===== config.mk =====
export PLATFORM = sky130hd
export DESIGN_NAME = utf16_text_sanitizer_flat
export DESIGN_NICKNAME = d
export VERILOG_FILES = /design/src/design/uts_pkg.sv /design/src/design/uts_if.sv /design/src/design/uts_step.sv /design/src/design/uts_out_buf.sv /design/src/design/utf16_text_sanitizer.sv /design/src/flat_wrapper.sv
export SDC_FILE = /design/constraint.sdc
export NUM_CORES = 1
export LEC_CHECK = 0
export BUFFER_PORTS_ARGS = -buffer_cell sky130_fd_sc_hd__buf_4
export CAP_MARGIN = 20
export CORE_UTILIZATION = 49
export CTS_BUF_LIST = sky130_fd_sc_hd__clkbuf_2 sky130_fd_sc_hd__clkbuf_4 sky130_fd_sc_hd__clkbuf_8
export DETAILED_ROUTE_END_ITERATION = 6
export PLACE_DENSITY = 0.69
export REMOVE_ABC_BUFFERS = 1
export SYNTH_ARGS = -nofsm -noshare
export SYNTH_HDL_FRONTEND = slang
export SYNTH_SLANG_ARGS = --single-unit

===== constraint.sdc =====
create_clock -name clk -period 14.92 [get_ports clk]
set_clock_uncertainty 0.1 [all_clocks]
set_input_delay 2.984 -clock clk [delete_from_list [all_inputs] [get_ports clk]]
set_output_delay 2.984 -clock clk [all_outputs]
set_load 0.1 [all_outputs]

===== src/design/uts_pkg.sv =====
// Shared constants, types and helper functions for the UTF-16 text sanitizer.
// No dependencies; used by every other file of the block.
package uts_pkg;

  // width of the UTF-8 byte counter
  localparam int BUDGET_BITS = 16;
  localparam int UNIT_W      = 16;
  localparam int CFG_IDX_W   = 2;
  localparam int CFG_DATA_W  = 16;
  localparam int CMP_W       = 33;

  // largest budget the counter can represent
  localparam logic [CMP_W-1:0] BudgetCap = (CMP_W'(1) << BUDGET_BITS) - CMP_W'(1);

  // register indexes on the configuration port
  localparam logic [CFG_IDX_W-1:0] CFG_MAX_BYTES = 2'd0;
  localparam logic [CFG_IDX_W-1:0] CFG_KEEP_WS   = 2'd1;

  localparam logic [CFG_DATA_W-1:0] MAX_BYTES_RESET = 16'd4096;

  // code points with special handling
  localparam logic [UNIT_W-1:0] CP_REPL     = 16'hFFFD;
  localparam logic [UNIT_W-1:0] CP_TAB      = 16'h0009;
  localparam logic [UNIT_W-1:0] CP_LF       = 16'h000A;
  localparam logic [UNIT_W-1:0] CP_CR       = 16'h000D;
  localparam logic [UNIT_W-1:0] CP_C0_LAST  = 16'h001F;
  localparam logic [UNIT_W-1:0] CP_DEL      = 16'h007F;
  localparam logic [UNIT_W-1:0] CP_C1_LAST  = 16'h009F;
  localparam logic [UNIT_W-1:0] CP_ASCII_LAST = 16'h007F;
  localparam logic [UNIT_W-1:0] CP_TWO_LAST = 16'h07FF;
  localparam logic [5:0]        HIGH_TAG    = 6'b110110;

  // UTF-8 lengths
  localparam logic [2:0] LEN_BMP3 = 3'd3;
  localparam logic [2:0] LEN_PAIR = 3'd4;

  // one result item
  typedef struct packed {
    logic [UNIT_W-1:0] out_unit;
    logic              unit_valid;
    logic              run_last;
    logic              text_end;
  } res_t;

  // results caused by one input item
  typedef res_t [2:0] res_arr_t;

  // status of the result buffer
  typedef struct packed {
    logic       can_load;
    logic [1:0] level;
  } buf_stat_t;

  // status of the text state
  typedef struct packed {
    logic held_valid;
    logic budget_hit;
    logic bytes_zero;
  } step_stat_t;

  function automatic logic is_high(input logic [UNIT_W-1:0] u);
    return u[15:10] == 6'b110110;
  endfunction

  function automatic logic is_low(input logic [UNIT_W-1:0] u);
    return u[15:10] == 6'b110111;
  endfunction

  function automatic logic is_surrogate(input logic [UNIT_W-1:0] u);
    return u[15:11] == 5'b11011;
  endfunction

  function automatic logic is_control(input logic [UNIT_W-1:0] cp);
    return (cp <= CP_C0_LAST) || ((cp >= CP_DEL) && (cp <= CP_C1_LAST));
  endfunction

  function automatic logic [2:0] utf8_len(input logic [UNIT_W-1:0] cp);
    logic [2:0] len;
    if (cp <= CP_ASCII_LAST) begin
      len = 3'd1;
    end else if (cp <= CP_TWO_LAST) begin
      len = 3'd2;
    end else begin
      len = LEN_BMP3;
    end
    return len;
  endfunction

  // true when len more bytes stay within the limit
  function automatic logic fits(input logic [BUDGET_BITS-1:0] used,
                                input logic [2:0] len,
                                input logic [CMP_W-1:0] lim);
    return (CMP_W'(used) + CMP_W'(len)) <= lim;
  endfunction

endpackage


===== src/design/uts_if.sv =====
// Channel interfaces of the UTF-16 text sanitizer: input units, results, configuration.
// Depends on uts_pkg for field widths.
interface uts_unit_if;
  logic                       valid;
  logic                       ready;
  logic [uts_pkg::UNIT_W-1:0] code_unit;
  logic                       text_last;
  modport source (output valid, code_unit, text_last, input ready);
  modport sink (input valid, code_unit, text_last, output ready);
endinterface

interface uts_result_if;
  logic                       valid;
  logic                       ready;
  logic [uts_pkg::UNIT_W-1:0] out_unit;
  logic                       unit_valid;
  logic                       run_last;
  logic                       text_end;
  modport source (output valid, out_unit, unit_valid, run_last, text_end, input ready);
  modport sink (input valid, out_unit, unit_valid, run_last, text_end, output ready);
endinterface

interface uts_cfg_if;
  logic                           valid;
  logic                           ready;
  logic [uts_pkg::CFG_IDX_W-1:0]  index;
  logic [uts_pkg::CFG_DATA_W-1:0] data;
  modport source (output valid, index, data, input ready);
  modport sink (input valid, index, data, output ready);
endinterface


===== src/design/uts_step.sv =====
// Per-unit sanitizing step: text state registers and the logic that turns one
// code unit into up to three results. Depends on uts_pkg.
module uts_step (
  input  logic                            clk,
  input  logic                            rst,
  input  logic                            en,
  input  logic [uts_pkg::UNIT_W-1:0]      unit,
  input  logic                            text_last,
  input  logic [uts_pkg::CFG_DATA_W-1:0]  max_bytes,
  input  logic                            keep_ws,
  output uts_pkg::res_arr_t               res,
  output logic [1:0]                      res_count,
  output uts_pkg::step_stat_t             stat
);

  logic [9:0]                       held_high_bits;
  logic                             held_valid;
  logic                             skip_next_lf;
  logic [uts_pkg::BUDGET_BITS-1:0]  bytes_used;
  logic                             budget_hit;

  logic [9:0]                       held_high_bits_next;
  logic                             held_valid_next;
  logic                             skip_next_lf_next;
  logic [uts_pkg::BUDGET_BITS-1:0]  bytes_used_next;
  logic                             budget_hit_next;

  logic [uts_pkg::CMP_W-1:0]        lim;

  // budget saturated to what the counter can hold
  assign lim = (uts_pkg::CMP_W'(max_bytes) > uts_pkg::BudgetCap) ?
               uts_pkg::BudgetCap : uts_pkg::CMP_W'(max_bytes);

  // decode one unit against the held state
  always_comb begin
    logic                  go_fresh;
    logic                  was_cr;
    logic [uts_pkg::UNIT_W-1:0] cp;
    logic [2:0]            len;
    logic [1:0]            n;

    held_high_bits_next = held_high_bits;
    held_valid_next     = held_valid;
    skip_next_lf_next   = skip_next_lf;
    bytes_used_next     = bytes_used;
    budget_hit_next     = budget_hit;
    res                 = '0;
    n                   = 2'd0;
    go_fresh            = 1'b0;
    was_cr              = 1'b0;
    cp                  = '0;
    len                 = '0;

    if (!budget_hit) begin
      skip_next_lf_next = 1'b0;
      if (skip_next_lf && (unit == uts_pkg::CP_LF)) begin
        // lf right after a cr is dropped
        go_fresh = 1'b0;
      end else if (held_valid) begin
        held_valid_next     = 1'b0;
        held_high_bits_next = '0;
        if (uts_pkg::is_low(unit)) begin
          // complete pair, costs four bytes
          if (uts_pkg::fits(bytes_used_next, uts_pkg::LEN_PAIR, lim)) begin
            res[0].out_unit   = {uts_pkg::HIGH_TAG, held_high_bits};
            res[0].unit_valid = 1'b1;
            res[1].out_unit   = unit;
            res[1].unit_valid = 1'b1;
            n                 = 2'd2;
            bytes_used_next   = bytes_used_next +
                                uts_pkg::BUDGET_BITS'(uts_pkg::LEN_PAIR);
          end else begin
            budget_hit_next = 1'b1;
          end
        end else begin
          // orphan high surrogate gets a replacement first
          if (uts_pkg::fits(bytes_used_next, uts_pkg::LEN_BMP3, lim)) begin
            res[0].out_unit   = uts_pkg::CP_REPL;
            res[0].unit_valid = 1'b1;
            n                 = 2'd1;
            bytes_used_next   = bytes_used_next +
                                uts_pkg::BUDGET_BITS'(uts_pkg::LEN_BMP3);
            go_fresh          = 1'b1;
          end else begin
            budget_hit_next = 1'b1;
          end
        end
      end else begin
        go_fresh = 1'b1;
      end

      // unit with nothing pending
      if (go_fresh) begin
        if (uts_pkg::is_high(unit) && !text_last) begin
          held_valid_next     = 1'b1;
          held_high_bits_next = unit[9:0];
        end else begin
          cp = uts_pkg::is_surrogate(unit) ? uts_pkg::CP_REPL : unit;
          if (cp == uts_pkg::CP_CR) begin
            cp     = uts_pkg::CP_LF;
            was_cr = 1'b1;
          end else if (uts_pkg::is_control(cp) &&
                       !(keep_ws && ((cp == uts_pkg::CP_TAB) || (cp == uts_pkg::CP_LF)))) begin
            cp = uts_pkg::CP_REPL;
          end
          len = uts_pkg::utf8_len(cp);
          if (uts_pkg::fits(bytes_used_next, len, lim)) begin
            res[n].out_unit   = cp;
            res[n].unit_valid = 1'b1;
            n                 = n + 2'd1;
            bytes_used_next   = bytes_used_next + uts_pkg::BUDGET_BITS'(len);
            skip_next_lf_next = was_cr;
          end else begin
            budget_hit_next     = 1'b1;
            held_valid_next     = 1'b0;
            held_high_bits_next = '0;
            skip_next_lf_next   = 1'b0;
          end
        end
      end
    end

    // end marker closes the text and clears the state (n is at most two here)
    if (text_last) begin
      res[n].text_end     = 1'b1;
      n                   = n + 2'd1;
      held_high_bits_next = '0;
      held_valid_next     = 1'b0;
      skip_next_lf_next   = 1'b0;
      bytes_used_next     = '0;
      budget_hit_next     = 1'b0;
    end

    if (n != 2'd0) begin
      res[n - 2'd1].run_last = 1'b1;
    end
    res_count = n;
  end

  // text state
  always_ff @(posedge clk) begin
    if (rst) begin
      held_high_bits <= '0;
      held_valid     <= 1'b0;
      skip_next_lf   <= 1'b0;
      bytes_used     <= '0;
      budget_hit     <= 1'b0;
    end else if (en) begin
      held_high_bits <= held_high_bits_next;
      held_valid     <= held_valid_next;
      skip_next_lf   <= skip_next_lf_next;
      bytes_used     <= bytes_used_next;
      budget_hit     <= budget_hit_next;
    end
  end

  assign stat.held_valid = held_valid;
  assign stat.budget_hit = budget_hit;
  assign stat.bytes_zero = (bytes_used == '0);

endmodule


===== src/design/uts_out_buf.sv =====
// Result buffer: holds the up to three results of one unit and hands them out
// one per cycle while result_out.ready is high. Depends on uts_pkg and uts_if.
module uts_out_buf (
  input  logic                  clk,
  input  logic                  rst,
  input  logic                  load,
  input  uts_pkg::res_arr_t     res,
  input  logic [1:0]            res_count,
  output uts_pkg::buf_stat_t    stat,
  uts_result_if.source          res_out
);

  uts_pkg::res_arr_t ent;
  logic [1:0]        level;
  logic [1:0]        ptr;
  logic              take;

  assign res_out.valid      = (level != 2'd0);
  assign res_out.out_unit   = ent[ptr].out_unit;
  assign res_out.unit_valid = ent[ptr].unit_valid;
  assign res_out.run_last   = ent[ptr].run_last;
  assign res_out.text_end   = ent[ptr].text_end;
  assign take               = res_out.valid && res_out.ready;

  // new results may come in once the last held one leaves
  assign stat.can_load = (level == 2'd0) || ((level == 2'd1) && take);
  assign stat.level    = level;

  // fill level and read pointer
  always_ff @(posedge clk) begin
    if (rst) begin
      level <= 2'd0;
      ptr   <= 2'd0;
    end else if (load) begin
      level <= res_count;
      ptr   <= 2'd0;
    end else if (take) begin
      level <= level - 2'd1;
      ptr   <= ptr + 2'd1;
    end
  end

  // result payload
  always_ff @(posedge clk) begin
    if (load) begin
      ent <= res;
    end
  end

endmodule


===== src/design/utf16_text_sanitizer.sv =====
// Top level of the UTF-16 text sanitizer with a UTF-8 byte budget.
// Depends on uts_pkg, uts_if, uts_step and uts_out_buf.
//
//   channel     dir  handshake     payload
//   text_in     in   valid/ready   code_unit[15:0], text_last
//   result_out  out  valid/ready   out_unit[15:0], unit_valid, run_last, text_end
//   cfg         in   valid/ready   index[1:0], data[15:0] (ready always high)
//
// A request lands in an input register, and once the result buffer can load, its zero to three
// results are loaded into the result buffer.
// The buffer sends one result per cycle while result_out.ready is high. Results per unit:
// one for plain units, two for pairs or a unit with a replacement, up to three at text end.
// A new request is taken while the last buffered result is being sent.
// rst clears all control and text state; max_utf8_bytes resets to 4096 and keep_whitespace to 0.
module utf16_text_sanitizer (
  input  logic        clk,
  input  logic        rst,
  uts_unit_if.sink    text_in,
  uts_result_if.source result_out,
  uts_cfg_if.sink     cfg
);

  logic [uts_pkg::CFG_DATA_W-1:0] max_bytes;
  logic                           keep_ws;

  logic                           ir_valid;
  logic [uts_pkg::UNIT_W-1:0]     ir_unit;
  logic                           ir_last;
  logic                           consume;

  uts_pkg::res_arr_t              res;
  logic [1:0]                     res_count;
  uts_pkg::buf_stat_t             bstat;
  uts_pkg::step_stat_t            sstat;

  // configuration registers
  assign cfg.ready = 1'b1;

  always_ff @(posedge clk) begin
    if (rst) begin
      max_bytes <= uts_pkg::MAX_BYTES_RESET;
      keep_ws   <= 1'b0;
    end else if (cfg.valid) begin
      case (cfg.index)
        uts_pkg::CFG_MAX_BYTES: max_bytes <= cfg.data;
        uts_pkg::CFG_KEEP_WS:   keep_ws   <= cfg.data[0];
        default: ;
      endcase
    end
  end

  // input register
  assign consume       = ir_valid && bstat.can_load;
  assign text_in.ready = !ir_valid || consume;

  always_ff @(posedge clk) begin
    if (rst) begin
      ir_valid <= 1'b0;
    end else if (text_in.ready) begin
      ir_valid <= text_in.valid;
    end
  end

  always_ff @(posedge clk) begin
    if (text_in.valid && text_in.ready) begin
      ir_unit <= text_in.code_unit;
      ir_last <= text_in.text_last;
    end
  end

  // sanitizing step
  uts_step u_step (
    .clk       (clk),
    .rst       (rst),
    .en        (consume),
    .unit      (ir_unit),
    .text_last (ir_last),
    .max_bytes (max_bytes),
    .keep_ws   (keep_ws),
    .res       (res),
    .res_count (res_count),
    .stat      (sstat)
  );

  // result buffer
  uts_out_buf u_out_buf (
    .clk       (clk),
    .rst       (rst),
    .load      (consume),
    .res       (res),
    .res_count (res_count),
    .stat      (bstat),
    .res_out   (result_out)
  );

  // results are loaded only into a buffer that is empty or draining its last entry
  a_load_room: assert property (@(posedge clk) disable iff (rst)
    consume |-> (bstat.level == 2'd0) ||
                ((bstat.level == 2'd1) && result_out.valid && result_out.ready))
    else $error("result buffer overwritten");

  // the end of a text leaves the state cleared
  a_text_reset: assert property (@(posedge clk) disable iff (rst)
    (consume && ir_last) |=> (sstat.bytes_zero && !sstat.held_valid && !sstat.budget_hit))
    else $error("state not cleared at text end");

  // the end marker carries no unit and closes its request
  a_marker: assert property (@(posedge clk) disable iff (rst)
    (result_out.valid && result_out.text_end) |-> (result_out.run_last && !result_out.unit_valid))
    else $error("malformed end marker");

  // a held request is not dropped while the buffer is busy
  a_hold_input: assert property (@(posedge clk) disable iff (rst)
    (ir_valid && !consume) |=> (ir_valid && $stable(ir_unit) && $stable(ir_last)))
    else $error("input register lost a request");

endmodule

===== src/flat_wrapper.sv =====
// flat-port wrapper written by rule: the top's interface ports become plain ports
module utf16_text_sanitizer_flat 
  (clk, rst, text_in_valid, text_in_code_unit, text_in_text_last, text_in_ready, result_out_valid, result_out_out_unit, result_out_unit_valid, result_out_run_last, result_out_text_end, result_out_ready, cfg_valid, cfg_index, cfg_data, cfg_ready);
  uts_unit_if text_in_i ();
  uts_result_if result_out_i ();
  uts_cfg_if cfg_i ();
  input  logic clk;
  input  logic rst;
  input wire logic [$bits(text_in_i.valid)-1:0] text_in_valid;
  input wire logic [$bits(text_in_i.code_unit)-1:0] text_in_code_unit;
  input wire logic [$bits(text_in_i.text_last)-1:0] text_in_text_last;
  output wire logic [$bits(text_in_i.ready)-1:0] text_in_ready;
  output wire logic [$bits(result_out_i.valid)-1:0] result_out_valid;
  output wire logic [$bits(result_out_i.out_unit)-1:0] result_out_out_unit;
  output wire logic [$bits(result_out_i.unit_valid)-1:0] result_out_unit_valid;
  output wire logic [$bits(result_out_i.run_last)-1:0] result_out_run_last;
  output wire logic [$bits(result_out_i.text_end)-1:0] result_out_text_end;
  input wire logic [$bits(result_out_i.ready)-1:0] result_out_ready;
  input wire logic [$bits(cfg_i.valid)-1:0] cfg_valid;
  input wire logic [$bits(cfg_i.index)-1:0] cfg_index;
  input wire logic [$bits(cfg_i.data)-1:0] cfg_data;
  output wire logic [$bits(cfg_i.ready)-1:0] cfg_ready;
  assign text_in_i.valid = text_in_valid;
  assign text_in_i.code_unit = text_in_code_unit;
  assign text_in_i.text_last = text_in_text_last;
  assign text_in_ready = text_in_i.ready;
  assign result_out_valid = result_out_i.valid;
  assign result_out_out_unit = result_out_i.out_unit;
  assign result_out_unit_valid = result_out_i.unit_valid;
  assign result_out_run_last = result_out_i.run_last;
  assign result_out_text_end = result_out_i.text_end;
  assign result_out_i.ready = result_out_ready;
  assign cfg_i.valid = cfg_valid;
  assign cfg_i.index = cfg_index;
  assign cfg_i.data = cfg_data;
  assign cfg_ready = cfg_i.ready;
  utf16_text_sanitizer u_core (.clk(clk), .rst(rst), .text_in(text_in_i), .result_out(result_out_i), .cfg(cfg_i));
endmodule

; ---- Yosys cells after proc, flatten, opt, wreduce, memory -nomap -nowiden
; Index checks and enable logic that the tools add are counted.
[op_classes]
add_sub_neg = 11
mux = 100
bitwise = 0
div_mod_pow = 0
n_eq_ne = 10
reduce_logical = 28
order_cmp = 15
shifts = 0
n_mul = 0
[op_table]
columns = op, count
row1 = $mux 57, 6
row2 = $mux 16, 17
row3 = $bwmux 57, 4
row4 = $mux 17, 11
row5 = $demux 19 s2, 4
row6 = $mux 10, 7
row7 = $eq 16x4->1 const B, 4
row8 = $le 17x16->1, 3
row9 = $bmux 19 s2, 1
row10 = $mux 19, 2
row11 = $mux 1, 30
row12 = $mux 2, 14
row13 = $add 16x2->17 const B, 1
row14 = $add 16x3->17, 1
row15 = $add 16x3->17 const B, 1
row16 = $add 16x2->16 const B, 1
row17 = $add 16x3->16, 1
row18 = $add 16x3->16 const B, 1
row19 = $ge 16x7->1 const B, 1
row20 = $le 16x11->1 const B, 1
row21 = $le 16x5->1 const B, 1
row22 = $le 16x7->1 const B, 1
row23 = $le 16x8->1 const B, 1
row24 = $eq 6x6->1 const B, 2
row25 = other kinds (15), 48
[totals]
output_inout_bits = 22
regBits = 125
latch_bits = 0
elab_cells = 188
ramBits = 0
rom_bits = 0
n_memories = 0
inputBits = 40

; ---- Longest topological paths before layout
[depth]
depth_word = 33
depth_mapped = 41
ltp_nobuf = 39

; ---- Cells and area by module
; Synthesis repeated with hierarchy kept, for this count alone.
[unflattened]
hier_cells = 956
area_unflattened_um2 = 8740.9
[modules_own_cells]
columns = mod, instances, area_each_um2, cells_per_inst, seq_area_each_um2
row1 = uts_step, 1, 5062.4, 710, 580.6
row2 = uts_out_buf, 1, 2334.7, 147, 1791.7
row3 = utf16_text_sanitizer, 1, 1343.8, 99, 870.8

; ---- Worst setup path before layout
; OpenSTA, ideal clock, no wires.
[synth_path]
path_kind = flip-flop to flip-flop
from = reg u_core.u_step.bytes_used[4] (netlist bit)
to = reg u_core.u_out_buf.level[1]
required_ns = 14.686
slack_ns = 7.286
t_arrival_ns = 7.401
setup_ns = 0.134
stages_incl_launch_ff = 40
path_cell_list = dfxtp_1 > buf_2 > and3_1 > and3_1 > and3_1 > and3_1 > nand3_1 > nor2_1 > xnor2_1 > ha_1 > and3_1 > a22o_1 > o31ai_4 > nand3_2 > inv_1 > xnor2_1 > ha_1 > inv_1 > [4 not listed] > nand3_1 > nor3_1 > xnor2_1 > ha_1 > a211o_1 > nor2_1 > o211ai_1 > o21a_1 > a311oi_2 > buf_6 > a21oi_1 > nor2_1 > inv_1 > ha_1 > a21oi_1 > a21oi_1 > mux2i_1 > o22ai_1
[synth_between]
elab_chain_len = 16
elab_cells_between_ends = 33
cone_classes = add/sub (7) / order compare (3) / mux (23)
[synth_rtl]
columns = item, line_no
row1 = from (decl), uts_step.sv:19  ; logic [uts_pkg::BUDGET_BITS-1:0] bytes_used;
row2 = from (signal assigned), uts_step.sv:152  ; bytes_used <= bytes_used_next;
row3 = $add 16x2->17 or $add 16x3->17 (tied branches), uts_pkg.sv:93  ; return (CMP_W'(used) + CMP_W'(len)) <= lim;
row4 = $le 17x16->1, uts_pkg.sv:93
row5 = "$mux 16, on equally long branches", "uts_step.sv:77, uts_step.sv:64"
row6 = $mux 16, uts_step.sv:62  ; if (uts_pkg::is_low(unit)) begin
row7 = $mux 16, uts_step.sv:59  ; end else if (held_valid) begin
row8 = $mux 16, uts_step.sv:56  ; if (skip_next_lf && (unit == uts_pkg::CP_LF)) begin
row9 = $mux 16, uts_step.sv:54  ; if (!budget_hit) begin
row10 = $add 16x3->17, uts_pkg.sv:93
row11 = $le 17x16->1, uts_pkg.sv:93
row12 = $mux 2, uts_step.sv:107  ; if (uts_pkg::fits(bytes_used_next, len, lim)) begin
row13 = $mux 2, uts_step.sv:94  ; if (uts_pkg::is_high(unit) && !text_last) begin
row14 = $mux 2 *, uts_step.sv:93  ; if (go_fresh) begin
row15 = $mux 2 *, uts_step.sv:54
row16 = $add 2x1->2, uts_step.sv:126  ; n = n + 2'd1;
row17 = $mux 2 *, uts_step.sv:124  ; if (text_last) begin
row18 = $mux 2 *, uts_out_buf.sv:34  ; end else if (load) begin
row19 = to (signal assigned), uts_out_buf.sv:35  ; level <= res_count;
row20 = to (signal assigned), uts_out_buf.sv:38  ; level <= level - 2'd1;
row21 = to (decl), uts_out_buf.sv:14  ; logic [1:0] level;
; Every way passes the cells marked *; elsewhere a longest branch is shown, timed or not. The select of a mux whose other input is x is not followed.
; A chain may end at the register's enable or synchronous reset.

; ---- Worst setup path in the final report
[layout_path]
from = reg u_core.u_step.bytes_used[2] (netlist bit)
to = reg u_core.u_out_buf.level[1]
; Same word-level chain as after synthesis.

==> impl_metrics.sql <==
INSERT INTO impl_metrics (metric_group, metric, value, unit) VALUES
('setup_path', 'critPathArrivalTime', '9.65', 'ns'),
('logic_synthesis', 'yosysWarnings', '0', ''),
('clocking', 'numCtsBuffers', '17', ''),
('clocking', 'clock-root-buffer', 'sky130_fd_sc_hd__clkbuf_8', ''),
('sta', 'timing_worst_slew_pin_value', '0.975', 'ns'),
('flow_run', 'max_cap_violations', '0', ''),
('outcome', 'outcome', 'complete, no violations', ''),
('power', 'power_switching_share', '39.2', '%'),
('sta', 'max_freq', '0.106', 'GHz'),
('clocking', 'cts_tree', 'done', ''),
('grt', 'global_route_overflow', '0', ''),
('layout', 'final_net_count', '1099', ''),
('power', 'power.density', '119', 'nW/µm²'),
('setup_path', 'worst_path_bufs_invs', '3', ''),
('hold_path', 'min_delay_worst_endpoint', 'u_core.max_bytes[5]', ''),
('logic_synthesis', 'synthDominantAreaCellType', 'sky130_fd_sc_hd__edfxtp_1', ''),
('hold_path', 'min_path_type', 'reg2reg', ''),
('power', 'power.clock.fraction', '30.5', '%'),
('detailed_routing', 'detail_route.wirelength.met1', '9.89', 'mm'),
('logic_synthesis', 'seq_area_frac_synth', '37.9', '%'),
('logic_synthesis', 'synth.avg_cell_area', '8.88', 'µm²'),
('hold_path', 'hold_path_origin', 'u_core.max_bytes[5]', ''),
('detailed_routing', 'initialDrtViolationCount', '650', ''),
('setup_path', 'reg2reg_from', 'u_core.u_step.bytes_used[2]', ''),
('clocking', 'maximum_clock_path_buffer_count', '2', ''),
('sta', 'worst_hold_slack', '0.357', 'ns'),
('detailed_routing', 'wl_met2', '11.1', 'mm'),
('power', 'finalPower', '1.14', 'mW'),
('layout', 'filler_cell_count', '1581', ''),
('sta', 'final.period_utilization', '63.1', '%'),
('place', 'numPortBuffers', '60', ''),
('hold_path', 'hold-path-cell-count', '2', ''),
('power', 'combPwrFrac', '32.0', '%'),
('layout', 'antennaDiodeCount', '0', ''),
('setup_path', 'r2r_setup_slack', '5.50', 'ns'),
('sta', 'finalWorstPathRequiredPeriod', '9.42', 'ns'),
('floorplanning', 'design.portCount', '62', ''),
('grt', 'antenna_found_initial', '0', ''),
('setup_path', 'crit_cells', '36', ''),
('grt', 'grtUsageTotal', '26.4', '%'),
('setup_path', 'worst_ep_required_time', '15.15', 'ns'),
('logic_synthesis', 'synth.top_cell.area_share', '26.0', '%'),
('power', 'p_leak', '3.59', 'nW'),
('detailed_routing', 'via_count_of_the_routed_design', '7398', ''),
('logic_synthesis', 'yosys_most_used_dff', 'sky130_fd_sc_hd__edfxtp_1', ''),
('logic_synthesis', 'yosys-top-cells-area', 'sky130_fd_sc_hd__edfxtp_1 (26%), sky130_fd_sc_hd__dfxtp_1 (12%), sky130_fd_sc_hd__ha_1 (8.9%)', ''),
('setup_path', 'worstRegToRegCells', '36', ''),
('clocking', 'clock_latency_on_the_worst_skew_pair', '0.46', 'ns'),
('logic_synthesis', 'number_of_synthesized_register_bits', '125', ''),
('detailed_routing', 'met3_length', '1.24', 'mm'),
('power', 'internal_power', '0.694', 'mW'),
('logic_synthesis', 'synth_cell_type_count', '76', ''),
('sta', 'grt_setup_unrepaired', 'no', ''),
('logic_synthesis', 'asyncSetResetFlopFracSynth', '0', '%'),
('place', 'hpwlAfterDp', '16.8', 'mm'),
('setup_path', 'crit_type', 'reg2reg', ''),
('setup_path', 'endpoint_kind', 'register', ''),
('clocking', 'cts.sinks', '125', ''),
('sta', 'finalSetupViolCount', '0', ''),
('floorplanning', 'floorplan.initialDensity', '50.8', '%'),
('floorplanning', 'floorplan.rows', '47', ''),
('clocking', 'cts_h_tree_depth', '4', ''),
('sta', 'maxSlewViolCount', '0', ''),
('layout', 'drive_above_1_share', '13.2', '%'),
('grt', 'first_global_vias', '7006', ''),
('setup_path', 'worst_path_largest_cell_delay', '0.52', 'ns'),
('logic_synthesis', 'post_synth_inst_count', '963', ''),
('grt', 'grt_pass1_wl', '36.4', 'mm'),
('setup_path', 'crit_path_launch_type', 'register', ''),
('setup_path', 'cpLargestDelayFamily', 'compound AO/OA/AOI/OAI gates', ''),
('layout', 'most_common_cell_after_layout_fill_and_taps_aside', 'sky130_fd_sc_hd__nand2_1', '');
[metal layers]
metal | GRT usage, % | vias up
li1 | - | 3583
met1 | 32.0 | 3507
met2 | 44.8 | 256
met3 | 5.86 | 52
met4 | 12.1 | 0
met5 | 0 | -
[metrics by stage]
| stage | setup WS [ns] | instance area (µm²) | cells | utilization (%) |
|---|---|---|---|---|
| finish | 5.50 | 9590 | 1230 | 57.0 |
| global route | 4.74 | 9590 | 1230 | 57.0 |
| floorplan | 6.49 | 8300 | 907 | - |
| global placement | 5.84 | 9110 | 1196 | 54.2 |
| detailed placement | 5.65 | 9110 | 1196 | 54.2 |
| CTS | 5.61 | 9570 | 1228 | 56.9 |
[tightest hold or removal path: cells and delay by family, from the launching register on]
kind | cells | cell delay (ns)
simple gates | 1 | 0.05
compound gates | 1 | 0.05
flops | 1 | 0.31
[cells by family after synthesis]
kind of cell,synth area share (%)
XOR/XNOR,5.84
buffers and inverters,5.05
adder cells (fa/ha/maj),9.16
AND/OR/NAND/NOR,20.5
other,0.0439
flip-flops,37.9
AO/OA/AOI/OAI,18.5
multiplexers,2.93
[flip-flops by register name, summed over array words and instances (netlist names), 2 cells and up]
signal	count
u_core.u_step.held_high_bits	10
u_core.u_step.bytes_used	16
u_core.ir_unit	16
u_core.max_bytes	16
u_core.u_out_buf.level	2
u_core.u_out_buf.ptr	2
u_core.u_out_buf.ent	57
[worst max path at each step]
| stage | startpoint | end | slack [ns] |
|---|---|---|---|
| final | u_core.u_step.bytes_used[2] | u_core.u_out_buf.level[1] | 5.50 |
| after detailed placement | u_core.u_step.bytes_used[2] | u_core.u_out_buf.level[1] | 5.65 |
| after CTS | u_core.u_step.bytes_used[2] | u_core.u_out_buf.level[1] | 5.61 |
| after global routing | u_core.u_step.bytes_used[2] | u_core.u_out_buf.level[1] | 4.74 |
| after global placement | u_core.u_step.bytes_used[2] | u_core.u_out_buf.level[1] | 5.84 |
| after floorplan | u_core.u_step.bytes_used[2] | u_core.u_out_buf.level[1] | 6.49 |
[synthesized netlist by cell type, types with 8 or more instances]
cell type,n
sky130_fd_sc_hd__a311oi_1,11
sky130_fd_sc_hd__buf_2,18
sky130_fd_sc_hd__a21oi_1,81
sky130_fd_sc_hd__nor2b_1,8
sky130_fd_sc_hd__clkbuf_1,32
sky130_fd_sc_hd__edfxtp_1,74
sky130_fd_sc_hd__dfxtp_1,51
sky130_fd_sc_hd__nand2_1,116
sky130_fd_sc_hd__a211oi_1,22
sky130_fd_sc_hd__nor4_1,9
sky130_fd_sc_hd__inv_1,48
sky130_fd_sc_hd__ha_1,61
sky130_fd_sc_hd__nand4_1,17
sky130_fd_sc_hd__or3_1,9
sky130_fd_sc_hd__nand3_1,37
sky130_fd_sc_hd__xnor2_1,36
sky130_fd_sc_hd__o21a_1,12
sky130_fd_sc_hd__mux2i_1,25
sky130_fd_sc_hd__o21ai_0,46
sky130_fd_sc_hd__nand2b_1,13
sky130_fd_sc_hd__nor2_1,61
sky130_fd_sc_hd__and2_1,10
sky130_fd_sc_hd__and3_1,11
sky130_fd_sc_hd__nor3_1,29
sky130_fd_sc_hd__xor2_1,21
[power groups by stage]
stage	Combinational (mW)	Clock (mW)	Sequential, mW
after global placement	0.363	0	0.434
final	0.365	0.347	0.427
after global routing	0.388	0.366	0.431
after CTS	0.366	0.352	0.427
after detailed placement	0.365	0	0.435
after floorplan	0.270	0	0.435
[layout make-up]
cell class	instances	area [µm²]	area share, %
flip-flops and latches	125	3240	33.8
inverters	49	184	1.92
multi-input cells	733	4890	51.0
well taps	220	275	2.87
repair buffers	71	542	5.65
clock buffers	18	248	2.58
clock inverters	14	206	2.15
Power figures use the tool's default switching activity.
